`src/sv/lr_pkg.sv`:
```
package lr_pkg;

    // coordinate and derived widths
    localparam int COORD_WIDTH = 16;
    localparam int DELTA_W     = COORD_WIDTH + 1;
    localparam int ERR_W       = COORD_WIDTH + 2;
    localparam int SCREEN_W    = 12;
    localparam int LEN_W       = 13;
    localparam int COLOR_W     = 8;

    // configuration register indexes and reset values
    localparam logic [0:0] CFG_SCREEN_MAX_X = 1'b0;
    localparam logic [0:0] CFG_SCREEN_MAX_Y = 1'b1;
    localparam logic [SCREEN_W-1:0] SCREEN_MAX_X_RST = SCREEN_W'(238);
    localparam logic [SCREEN_W-1:0] SCREEN_MAX_Y_RST = SCREEN_W'(79);

    typedef enum logic [0:0] {
        OP_BEGIN = 1'b0,
        OP_STEP  = 1'b1
    } op_t;

    typedef enum logic [1:0] {
        KIND_POINT = 2'd0,
        KIND_HSPAN = 2'd1,
        KIND_VSPAN = 2'd2
    } kind_t;

    typedef struct packed {
        op_t                           op;
        logic signed [COORD_WIDTH-1:0] start_x;
        logic signed [COORD_WIDTH-1:0] start_y;
        logic signed [COORD_WIDTH-1:0] end_x;
        logic signed [COORD_WIDTH-1:0] end_y;
        logic [COLOR_W-1:0]            pen_color;
    } item_t;

    typedef struct packed {
        kind_t                         kind;
        logic signed [COORD_WIDTH-1:0] x;
        logic signed [COORD_WIDTH-1:0] y;
        logic [LEN_W-1:0]              span_length;
        logic [COLOR_W-1:0]            color;
        logic                          last;
    } result_t;

endpackage

```
`src/sv/line_rasterizer.sv`:
```
// line_rasterizer: span and bresenham line engine
// pipeline: one input register then one result register between input beat and result
// throughput: one input beat per cycle while the result side does not stall; each step is one add, compare and subtract
// beats that give no result (rejected spans, idle steps) still take one slot
// reset (rst_n, async low): no line active, pipeline empty, limits back to 238 and 79
module line_rasterizer
    import lr_pkg::*;
(
    input  logic                          clk,
    input  logic                          rst_n,
    input  logic                          in_valid,
    output logic                          in_stall,
    input  logic                          op,
    input  logic signed [COORD_WIDTH-1:0] start_x,
    input  logic signed [COORD_WIDTH-1:0] start_y,
    input  logic signed [COORD_WIDTH-1:0] end_x,
    input  logic signed [COORD_WIDTH-1:0] end_y,
    input  logic [COLOR_W-1:0]            pen_color,
    output logic                          out_valid,
    input  logic                          out_stall,
    output logic [1:0]                    kind,
    output logic signed [COORD_WIDTH-1:0] out_x,
    output logic signed [COORD_WIDTH-1:0] out_y,
    output logic [LEN_W-1:0]              span_length,
    output logic [COLOR_W-1:0]            out_color,
    output logic                          last,
    input  logic                          cfg_write,
    input  logic [0:0]                    cfg_index,
    input  logic [SCREEN_W-1:0]           cfg_data
);

    logic [SCREEN_W-1:0] max_x_reg;
    logic [SCREEN_W-1:0] max_y_reg;
    item_t               item_reg;
    logic                item_valid_reg;
    result_t             out_reg;
    logic                out_valid_reg;
    logic                advance;
    logic                res_valid;
    result_t             res;

    // pipeline control
    assign advance  = item_valid_reg && (!out_valid_reg || !out_stall);
    assign in_stall = item_valid_reg && !advance;

    // configuration registers
    always_ff @(posedge clk or negedge rst_n)
    begin
        if (!rst_n)
        begin
            max_x_reg <= SCREEN_MAX_X_RST;
            max_y_reg <= SCREEN_MAX_Y_RST;
        end
        else if (cfg_write)
        begin
            unique case (cfg_index)
                CFG_SCREEN_MAX_X: max_x_reg <= cfg_data;
                CFG_SCREEN_MAX_Y: max_y_reg <= cfg_data;
                default:          max_x_reg <= max_x_reg;
            endcase
        end
    end

    // input register
    always_ff @(posedge clk or negedge rst_n)
    begin
        if (!rst_n)
        begin
            item_valid_reg <= 1'b0;
        end
        else if (!in_stall)
        begin
            item_valid_reg <= in_valid;
        end
    end

    always_ff @(posedge clk)
    begin
        if (in_valid && !in_stall)
        begin
            item_reg.op        <= op_t'(op);
            item_reg.start_x   <= start_x;
            item_reg.start_y   <= start_y;
            item_reg.end_x     <= end_x;
            item_reg.end_y     <= end_y;
            item_reg.pen_color <= pen_color;
        end
    end

    lr_engine u_engine (
        .clk          (clk),
        .rst_n        (rst_n),
        .advance      (advance),
        .item         (item_reg),
        .screen_max_x (max_x_reg),
        .screen_max_y (max_y_reg),
        .res_valid    (res_valid),
        .res          (res)
    );

    // result register
    always_ff @(posedge clk or negedge rst_n)
    begin
        if (!rst_n)
        begin
            out_valid_reg <= 1'b0;
        end
        else if (advance)
        begin
            out_valid_reg <= res_valid;
        end
        else if (!out_stall)
        begin
            out_valid_reg <= 1'b0;
        end
    end

    always_ff @(posedge clk)
    begin
        if (advance && res_valid)
        begin
            out_reg <= res;
        end
    end

    // result beat
    assign out_valid   = out_valid_reg;
    assign kind        = out_reg.kind;
    assign out_x       = out_reg.x;
    assign out_y       = out_reg.y;
    assign span_length = out_reg.span_length;
    assign out_color   = out_reg.color;
    assign last        = out_reg.last;

endmodule

```
`src/sv/lr_engine.sv`:
```
module lr_engine
    import lr_pkg::*;
(
    input  logic                clk,
    input  logic                rst_n,
    input  logic                advance,
    input  item_t               item,
    input  logic [SCREEN_W-1:0] screen_max_x,
    input  logic [SCREEN_W-1:0] screen_max_y,
    output logic                res_valid,
    output result_t             res
);

    // line state
    logic signed [COORD_WIDTH-1:0] cur_x_reg, cur_x_next;
    logic signed [COORD_WIDTH-1:0] cur_y_reg, cur_y_next;
    logic signed [COORD_WIDTH-1:0] stop_reg, stop_next;
    logic [DELTA_W-1:0]            dmaj_reg, dmaj_next;
    logic [DELTA_W-1:0]            dmin_reg, dmin_next;
    logic signed [ERR_W-1:0]       err_reg, err_next;
    logic                          y_major_reg, y_major_next;
    logic                          y_desc_reg, y_desc_next;
    logic                          active_reg, active_next;
    logic [COLOR_W-1:0]            color_reg, color_next;

    // begin path signals
    logic signed [DELTA_W-1:0] sx, sy, ex, ey, mx, my;
    logic signed [DELTA_W-1:0] vlo, vhi, vlo_c, vhi_c;
    logic signed [DELTA_W-1:0] ax, ay, bx, by, hlo_c, hhi_c;
    logic signed [DELTA_W-1:0] span_len;
    logic [DELTA_W-1:0]        dx, dy, dm;
    logic                      desc;

    // step path signals
    logic signed [ERR_W-1:0]       e_sum;
    logic signed [COORD_WIDTH-1:0] y_stepped;
    logic signed [COORD_WIDTH-1:0] step_x, step_y;
    logic                          done;

    assign sx = {item.start_x[COORD_WIDTH-1], item.start_x};
    assign sy = {item.start_y[COORD_WIDTH-1], item.start_y};
    assign ex = {item.end_x[COORD_WIDTH-1], item.end_x};
    assign ey = {item.end_y[COORD_WIDTH-1], item.end_y};
    assign mx = $signed({{(DELTA_W-SCREEN_W){1'b0}}, screen_max_x});
    assign my = $signed({{(DELTA_W-SCREEN_W){1'b0}}, screen_max_y});

    // vertical span ordering and clipping
    assign vlo   = (ey < sy) ? ey : sy;
    assign vhi   = (ey < sy) ? sy : ey;
    assign vlo_c = (vlo < 0) ? '0 : vlo;
    assign vhi_c = (vhi > my) ? my : vhi;

    // order endpoints so the column rises
    assign ax = (sx > ex) ? ex : sx;
    assign ay = (sx > ex) ? ey : sy;
    assign bx = (sx > ex) ? sx : ex;
    assign by = (sx > ex) ? sy : ey;
    assign hlo_c = (ax < 0) ? '0 : ax;
    assign hhi_c = (bx > mx) ? mx : bx;

    // diagonal setup
    assign dx   = DELTA_W'(bx - ax);
    assign desc = (ay > by);
    assign dy   = desc ? DELTA_W'(ay - by) : DELTA_W'(by - ay);
    assign dm   = (dx >= dy) ? dx : dy;

    // one bresenham step
    assign e_sum     = err_reg + $signed({1'b0, dmin_reg});
    assign y_stepped = y_desc_reg ? (cur_y_reg - COORD_WIDTH'(1))
                                  : (cur_y_reg + COORD_WIDTH'(1));
    assign step_x    = (!y_major_reg || e_sum > 0) ? (cur_x_reg + COORD_WIDTH'(1))
                                                   : cur_x_reg;
    assign step_y    = (y_major_reg || e_sum > 0) ? y_stepped : cur_y_reg;
    assign done      = (!y_major_reg) ? (step_x >= stop_reg)
                     : (y_desc_reg ? (step_y <= stop_reg) : (step_y >= stop_reg));

    // next state and result
    always_comb
    begin
        cur_x_next   = cur_x_reg;
        cur_y_next   = cur_y_reg;
        stop_next    = stop_reg;
        dmaj_next    = dmaj_reg;
        dmin_next    = dmin_reg;
        err_next     = err_reg;
        y_major_next = y_major_reg;
        y_desc_next  = y_desc_reg;
        active_next  = active_reg;
        color_next   = color_reg;
        span_len     = '0;
        res_valid    = 1'b0;
        res.kind        = KIND_POINT;
        res.x           = cur_x_reg;
        res.y           = cur_y_reg;
        res.span_length = LEN_W'(1);
        res.color       = color_reg;
        res.last        = 1'b0;

        if (item.op == OP_BEGIN)
        begin
            color_next  = item.pen_color;
            active_next = 1'b0;
            res.color   = item.pen_color;
            if (sx == ex)
            begin
                // vertical span
                span_len        = vhi_c - vlo_c + DELTA_W'(1);
                res_valid       = !(sx < 0 || sx > mx || vhi < 0 || vlo > my);
                res.kind        = KIND_VSPAN;
                res.x           = item.start_x;
                res.y           = vlo_c[COORD_WIDTH-1:0];
                res.span_length = span_len[LEN_W-1:0];
                res.last        = 1'b1;
            end
            else if (ay == by)
            begin
                // horizontal span
                span_len        = hhi_c - hlo_c + DELTA_W'(1);
                res_valid       = !(ay < 0 || ay > my || bx < 0 || ax > mx);
                res.kind        = KIND_HSPAN;
                res.x           = hlo_c[COORD_WIDTH-1:0];
                res.y           = ay[COORD_WIDTH-1:0];
                res.span_length = span_len[LEN_W-1:0];
                res.last        = 1'b1;
            end
            else
            begin
                // diagonal line, first point
                cur_x_next   = ax[COORD_WIDTH-1:0];
                cur_y_next   = ay[COORD_WIDTH-1:0];
                y_desc_next  = desc;
                y_major_next = (dx < dy);
                dmaj_next    = dm;
                dmin_next    = (dx >= dy) ? dy : dx;
                stop_next    = (dx >= dy) ? bx[COORD_WIDTH-1:0] : by[COORD_WIDTH-1:0];
                err_next     = $signed({2'b00, dm[DELTA_W-1:1]}) - $signed({1'b0, dm});
                active_next  = 1'b1;
                res_valid    = 1'b1;
                res.x        = ax[COORD_WIDTH-1:0];
                res.y        = ay[COORD_WIDTH-1:0];
            end
        end
        else if (active_reg)
        begin
            cur_x_next  = step_x;
            cur_y_next  = step_y;
            err_next    = (e_sum > 0) ? (e_sum - $signed({1'b0, dmaj_reg})) : e_sum;
            active_next = !done;
            res_valid   = 1'b1;
            res.x       = step_x;
            res.y       = step_y;
            res.last    = done;
        end
    end

    // state registers
    always_ff @(posedge clk or negedge rst_n)
    begin
        if (!rst_n)
        begin
            cur_x_reg   <= '0;
            cur_y_reg   <= '0;
            stop_reg    <= '0;
            dmaj_reg    <= '0;
            dmin_reg    <= '0;
            err_reg     <= '0;
            y_major_reg <= 1'b0;
            y_desc_reg  <= 1'b0;
            active_reg  <= 1'b0;
            color_reg   <= '0;
        end
        else if (advance)
        begin
            cur_x_reg   <= cur_x_next;
            cur_y_reg   <= cur_y_next;
            stop_reg    <= stop_next;
            dmaj_reg    <= dmaj_next;
            dmin_reg    <= dmin_next;
            err_reg     <= err_next;
            y_major_reg <= y_major_next;
            y_desc_reg  <= y_desc_next;
            active_reg  <= active_next;
            color_reg   <= color_next;
        end
    end

endmodule

```
`config.mk`:
```
export PLATFORM = sky130hd
export DESIGN_NAME = line_rasterizer
export DESIGN_NICKNAME = d
export VERILOG_FILES = /design/src/sv/lr_pkg.sv /design/src/sv/line_rasterizer.sv /design/src/sv/lr_engine.sv
export SDC_FILE = /design/constraint.sdc
export NUM_CORES = 1
export LEC_CHECK = 0
export BUFFER_PORTS_ARGS = -buffer_cell sky130_fd_sc_hd__buf_2
export CAP_MARGIN = 20
export CORE_MARGIN = 2
export CORE_UTILIZATION = 40
export DETAILED_ROUTE_END_ITERATION = 6
export PLACE_DENSITY = 0.64
export SLEW_MARGIN = 20
export SYNTH_ARGS = -nofsm -noshare
export SYNTH_HDL_FRONTEND = slang
export SYNTH_HIERARCHICAL = 1
export SYNTH_SLANG_ARGS = --single-unit
```
`constraint.sdc`:
```
create_clock -name clk -period 19.46 [get_ports clk]
set_input_delay 2.919 -clock clk [delete_from_list [all_inputs] [get_ports clk]]
set_output_delay 2.919 -clock clk [all_outputs]
set_load 0.02 [all_outputs]
```
After elaboration in Yosys (flattened, before gate mapping)
Cells that the tools add are included.
{"block": "word_totals", "register_bits": 266, "in_bits": 91, "output_inout_bits": 58, "elab_cells": 151}
{"block": "classes", "n_addsub": 13, "order_cmp": 21, "eq_ne": 6, "muxes": 53, "bitwise_logic": 4, "n_reduce_logical": 27}
{"operator": "16-bit two-way mux", "count": 14}
{"operator": "17-bit two-way mux", "count": 9}
{"operator": "32-bit two-way mux", "count": 3}
{"operator": "18-bit two-way mux", "count": 5}
{"operator": "17-bit by 13-bit > comparator with 1-bit output", "count": 5}
{"operator": "17-bit by 1-bit less-than comparator with 1-bit output (second input constant)", "count": 5}
{"operator": "17-bit subtractor", "count": 3}
{"operator": "47-bit two-way mux", "count": 1}
{"operator": "13-bit two-way mux", "count": 3}
{"operator": "16-bit by 2-bit adder with 16-bit output (second input constant)", "count": 2}
{"operator": "16-bit >= comparator", "count": 2}
{"operator": "13-bit by 2-bit adder with 13-bit output (second input constant)", "count": 2}
{"operator": "13-bit subtractor", "count": 2}
{"operator": "18-bit adder", "count": 1}
{"operator": "18-bit by 1-bit > comparator with 1-bit output (second input constant)", "count": 1}
{"operator": "16-bit by 17-bit subtractor with 18-bit output", "count": 1}
{"operator": "18-bit subtractor", "count": 1}
{"operator": "17-bit equality test", "count": 1}
{"operator": "17-bit >= comparator", "count": 1}
{"operator": "17-bit > comparator", "count": 1}
{"operator": "17-bit less-than comparator", "count": 1}
{"operator": "1-bit two-way mux", "count": 17}
{"operator": "16-bit equality test", "count": 1}
{"operator": "16-bit by 13-bit > comparator with 1-bit output", "count": 1}
{"operator": "15 further kinds", "count": 41}

Longest topological paths before layout
{"block": "logic_depth", "ltp_word": 11, "depth_mapped": 50, "ltp_nobuf": 45}

Hierarchy
Netlist, hierarchy kept.
{"mod": "lr_engine", "instances": 1, "cells_per_inst": 2615, "area_each_um2": 18834.3, "seq_area_each_um2": 2777.7}
{"mod": "line_rasterizer", "instances": 1, "cells_per_inst": 192, "area_each_um2": 4932.2, "seq_area_each_um2": 4538.1}

Least setup slack after synthesis
OpenSTA, ideal clock, no wires.
{"block": "synth_timing", "path_kind": "flip-flop to flip-flop", "start": "reg item_reg[69] (netlist name)", "end": "reg out_reg (netlist bit kind[0]), enable pin", "setup_time_ns": 0.489, "t_arrival_ns": 9.064, "required_ns": 18.971, "slack_ns": 9.907, "stages_incl_launch_ff": 33, "n_path_buf": 8, "synth_period_minus_slack_ns": 9.553, "cell_sequence": "edfxtp_1 -> ha_1 -> a21o_1 -> a2111oi_2 -> o21ai_1 -> or3_1 -> buf_2 -> nand2_2 -> clkbuf_1 -> clkbuf_1 -> buf_1 -> buf_1 -> clkbuf_1 -> clkbuf_1 -> clkbuf_1 -> nand2_1 -> o21ai_0 -> ha_1 -> nor2b_1 -> o21a_1 -> o21ai_0 -> nand2b_1 -> a21oi_1 -> o21ai_0 -> a21o_1 -> a21o_1 -> a21oi_1 -> o21ai_0 -> a2111oi_0 -> nor3_1 -> o21ai_0 -> nand2_1 -> a21oi_1"}
{"block": "synth_via", "elab_chain_cells": 11, "word_cells_on_any_way": 25, "cone_classes": "order compare (7); eq/ne (2); mux (7); reduce/logical (9)"}
{"element": "start, declared", "line": "line_rasterizer.sv:34", "rtl": "item_t item_reg;"}
{"element": "16-bit > comparator"}
{"element": "17-bit two-way mux", "line": "lr_engine.sv:55", "rtl": "assign ay = (sx > ex) ? ey : sy;"}
{"element": "17-bit by 1-bit less-than comparator with 1-bit output / 17-bit by 13-bit > comparator with 1-bit output (equally long branches)", "line": "lr_engine.sv:119", "rtl": "res_valid = !(ay < 0 || ay > my || bx < 0 || ax > mx);"}
{"element": "1-bit logical OR (3 in a row)", "line": "lr_engine.sv:119"}
{"element": "1-bit logical NOT", "line": "lr_engine.sv:119"}
{"element": "1-bit two-way mux", "line": "lr_engine.sv:115", "rtl": "else if (ay == by)"}
{"element": "1-bit two-way mux *", "line": "lr_engine.sv:104", "rtl": "if (sx == ex)"}
{"element": "1-bit two-way mux *", "line": "lr_engine.sv:99", "rtl": "if (item.op == OP_BEGIN)"}
{"element": "via res_valid", "line": "line_rasterizer.sv:39", "rtl": "logic res_valid;"}
{"element": "1-bit logical AND *", "line": "line_rasterizer.sv:120", "rtl": "if (advance && res_valid)"}
{"element": "end signal, assigned", "line": "line_rasterizer.sv:122", "rtl": "out_reg <= res;"}
{"element": "end, declared", "line": "line_rasterizer.sv:36", "rtl": "result_t out_reg;"}
Mark *: on every way through the listed nets, which the timed path passes. The rest lies on a longest branch.
A chain may end at the register's enable or synchronous reset.

Worst setup path in the final report
{"block": "layout_timing", "start": "reg item_reg[68] (netlist name)", "end": "reg u_engine.err_reg[16]"}
{"block": "layout_via", "elab_chain_cells": 10, "word_cells_on_any_way": 21, "cone_classes": "add/sub (4); order compare (3); eq/ne (4); mux (9); reduce/logical (1)"}
{"element": "16-bit > comparator"}
{"element": "17-bit two-way mux (on tied branches)", "line": "lr_engine.sv:57, lr_engine.sv:55"}
{"element": "17-bit subtractor / 17-bit > comparator (equally long branches)", "line": "lr_engine.sv:64, lr_engine.sv:63"}
{"element": "17-bit two-way mux", "line": "lr_engine.sv:64", "rtl": "assign dy = desc ? DELTA_W'(ay - by) : DELTA_W'(by - ay);"}
{"element": "17-bit >= comparator", "line": "lr_engine.sv:65", "rtl": "assign dm = (dx >= dy) ? dx : dy;"}
{"element": "17-bit two-way mux", "line": "lr_engine.sv:65"}
{"element": "16-bit by 17-bit subtractor with 18-bit output", "line": "lr_engine.sv:136", "rtl": "err_next = $signed({2'b00, dm[DELTA_W-1:1]}) - $signed({1'b0, dm});"}
{"element": "18-bit two-way mux", "line": "lr_engine.sv:115"}
{"element": "18-bit two-way mux", "line": "lr_engine.sv:104"}
{"element": "18-bit two-way mux", "line": "lr_engine.sv:99"}
{"element": "end signal, assigned", "line": "lr_engine.sv:179", "rtl": "err_reg <= err_next;"}
{"element": "end, declared", "line": "lr_engine.sv:20", "rtl": "logic signed [ERR_W-1:0] err_reg, err_next;"}
Parallel ways exist; a longest one is shown, timed or not. The select of a mux whose other input is x is not followed.

==> impl_metrics.yaml <==
yosys:
  synth_cell_type_count: 95
  ys.flop_type: "edfxtp_1"
  synth_top_cell_by_area: "edfxtp_1"
  avgSynthCellArea_um2: 8.47
  ys_ff_latch: 266
  syn_nets: 3165
  ys_async_sr_fraction: 0.515
  syn_inst: 2807
  synth.area.top_cells: "edfxtp_1 (16%), ha_1 (14%), dfrtp_1 (13%)"
  yosysWarningCount: 6
  synth_top_cell_area_share: 0.163
  syn_area_um2: 23800
  synth_enable_flop_cells: 129
  seq_area_frac_synth: 0.308
power:
  vdd_drop_max_mv: 0.103
  p_leak_nw: 11.8
  pwr_density_cell_nw_per_um2: 187
setup_path:
  worstPathRequired_ns: 19.92
  r2r_cells: 38
  critPathLaunch: "item_reg[68]$_DFFE_PP_"
  end_kind: "flip-flop"
  slowest_delay_ns: 0.92
  worst_setup_path_start_kind: "flip-flop"
  cp_num_cells: 38
  criticalPathCategory: "flip-flop to flip-flop"
  reg2reg_slack_ns: 8.07
  critPathTopFamily: "compound AO/OA/AOI/OAI gates"
  timing.rr.start: "item_reg[68]$_DFFE_PP_"
  critPathSlowestCell: "nor4_2"
  critPathArrivalTime_ns: 11.85
  r2r-end: "u_engine/err_reg[16]$_DFFE_PN0P_"
  cp_max_fo: 17
  cp.buffers_inverters: 3
clock_network:
  cts_tree: "built"
  cts_root_buf: "clkbuf_16"
  cts_resized: 0
  clk_pin_slew_ns: 0.05
  postCtsSetupBuffers: 0
  cts_buffers: 36
  clk_latency_ns: 0.56
  htreeDepth: 2
  cts_sinks: 266
  clk_path_buf_depth: 3
  cts_hold_buf: 0
timing:
  setup_violations: 0
  fmax_mhz: 87.8
  finalHoldViolations: 0
  period_minus_slack_ns: 11.39
  skew_ns: 0.0217
  fin_crit_sh: 0.585
  fin_ws_ns: 8.07
  rsz0062_at_grt: "false"
  slew_violations: 0
  setup-tns-final_ns: 0
  slew_headroom: 0.187
  tightest_slew_ns: 1.21
min_path:
  min_path_cells: 2
  min_path_type: "flip-flop to flip-flop"
  hold_end: "u_engine/err_reg[5]$_DFFE_PN0P_"
  min_from: "u_engine/err_reg[5]$_DFFE_PN0P_"
finish:
  nNetsFinal: 3256
  syn_to_final_growth_pct: 11.3
  drive_gt1_frac: 0.123
  largest_reg_flops: 73
  diodes: 0
  utilization: 0.449
place:
  hpwl_mm: 69.8
  place_worst_setup_slack_ns: 8.50
  place.port_buffers: 148
  place.gp.congestion: 1.06
global_routing:
  grt_use_total: 0.288
  grt-ovfl-total: 0
  antenna_found_initial: 2
  grt_max_degree: 83
  grt_pass1_vias: 20800
  grt_pass1_wl_mm: 132
detailed_routing:
  wl_mm: 89.0
  final_antenna_net_count: 0
  wl_per_cell_um: 24.1
  drcViolationCount: 0
  vias_per_cell: 6.04
  drtIter0Drc: 2511
  first_pass_iters: 5
  num_vias: 22300
run_status:
  status: "finished, final reports clean"
floorplan:
  start_util: 0.403
  die_area_um2: 61400
  core_area_um2: 58900
  die_w_um: 248
  num_io_pins: 149
  dieHeight_um: 248
  rows: 89
run:
  max-cap-violations: 0
[metrics by stage]
step	hold WS, ns	total power [mW]	instances	cell area (um^2)
6_report	0.475	4.95	3695	26400
3_3_place_gp	0.455	4.15	3633	25300
3_5_place_dp	0.467	4.21	3633	25300
4_1_cts	0.477	4.90	3695	26400
5_1_grt	0.501	5.35	3695	26400
2_1_floorplan	0.443	3.33	2807	23800
[final cells by class]
| type | count | area (um^2) |
|---|---|---|
| Multi-Input combinational cell | 2202 | 15200 |
| Clock inverter | 15 | 153 |
| Inverter | 194 | 728 |
| Timing Repair Buffer | 198 | 1120 |
| Fill cell | 5771 | 32500 |
| Clock buffer | 47 | 983 |
| Tap cell | 773 | 967 |
| Sequential cell | 266 | 7320 |
[cell usage after synthesis (53+ instances only)]
cell type,number
a21o_1,71
a21oi_1,237
clkbuf_1,106
dfrtp_1,126
edfxtp_1,129
ha_1,261
inv_1,189
mux2i_1,53
nand2_1,297
nand3_1,72
nor2_1,180
o21ai_0,259
xnor2_1,75
[worst max-delay path by stage]
stage | endpoint
final | u_engine/err_reg[16]$_DFFE_PN0P_
after global routing | u_engine/err_reg[16]$_DFFE_PN0P_
after CTS | u_engine/err_reg[16]$_DFFE_PN0P_
after detailed placement | u_engine/err_reg[16]$_DFFE_PN0P_
after global placement | u_engine/err_reg[16]$_DFFE_PN0P_
after floorplan | kind[0]$_DFFE_PP_
[where the power goes]
| part | total, mW | switching (mW) | internal [mW] | leakage, nW |
|---|---|---|---|---|
| sequential | 0.894 | 0.139 | 0.755 | 2.90 |
| clock | 0.650 | 0.265 | 0.385 | 0.544 |
| combinational | 3.41 | 2.08 | 1.33 | 8.39 |
[cells in the final DEF, fill, tap and decap left out, drive strengths merged, types with 11 or more instances in the layout]
cell type  synthesis  routed
a21o              71      71
xor2              42      42
a211oi            28      28
a21oi            237     237
o211ai            32      32
edfxtp           129     129
nor2b             41      41
dfstp             11      11
o221ai            11      11
mux2i             54      54
nand2            299     299
mux2              58      58
inv              190     193
o21ai            263     263
buf               39     198
nor3              49      49
a221oi            14      14
or3               21      21
nand4             48      48
a21boi            14      14
and2              15      15
clkbuf           106      47
nand3             73      73
o21a              24      24
o22ai             40      40
a31oi             15      15
a2111oi           12      12
dfrtp            126     126
and3              16      16
ha               261     261
nand2b            42      42
xnor2             75      75
o21bai            25      25
nor2             181     181
a221o             15      15
[worst min-delay path, cell delays in order, from the launching register on]
cell	delay, ns
dfrtp_1	0.34
nand2_1	0.05
nand2_1	0.05
[cell families after synthesis]
logic type,after synthesis,share of synthesized area
DFF,266,0.308
and+or+nand+nor,833,0.167
adders and majority gates,267,0.142
buffers and inverters,339,0.0566
AOI/OAI and AO/OA,872,0.230
muxes,112,0.0520
xor gates and xnor gates,118,0.0441
[metal layers]
metal  up-vias  routed length (um)  part of all wire  GRT usage
li1      10400                   -                 -          -
met1     10800               39700              0.45      0.414
met2      1013               39400              0.44      0.448
met3       120                7270             0.082     0.0396
met4         0                2690             0.030     0.0867
met5         -                   0                 0          0
(Power assumes the default switching activity.)
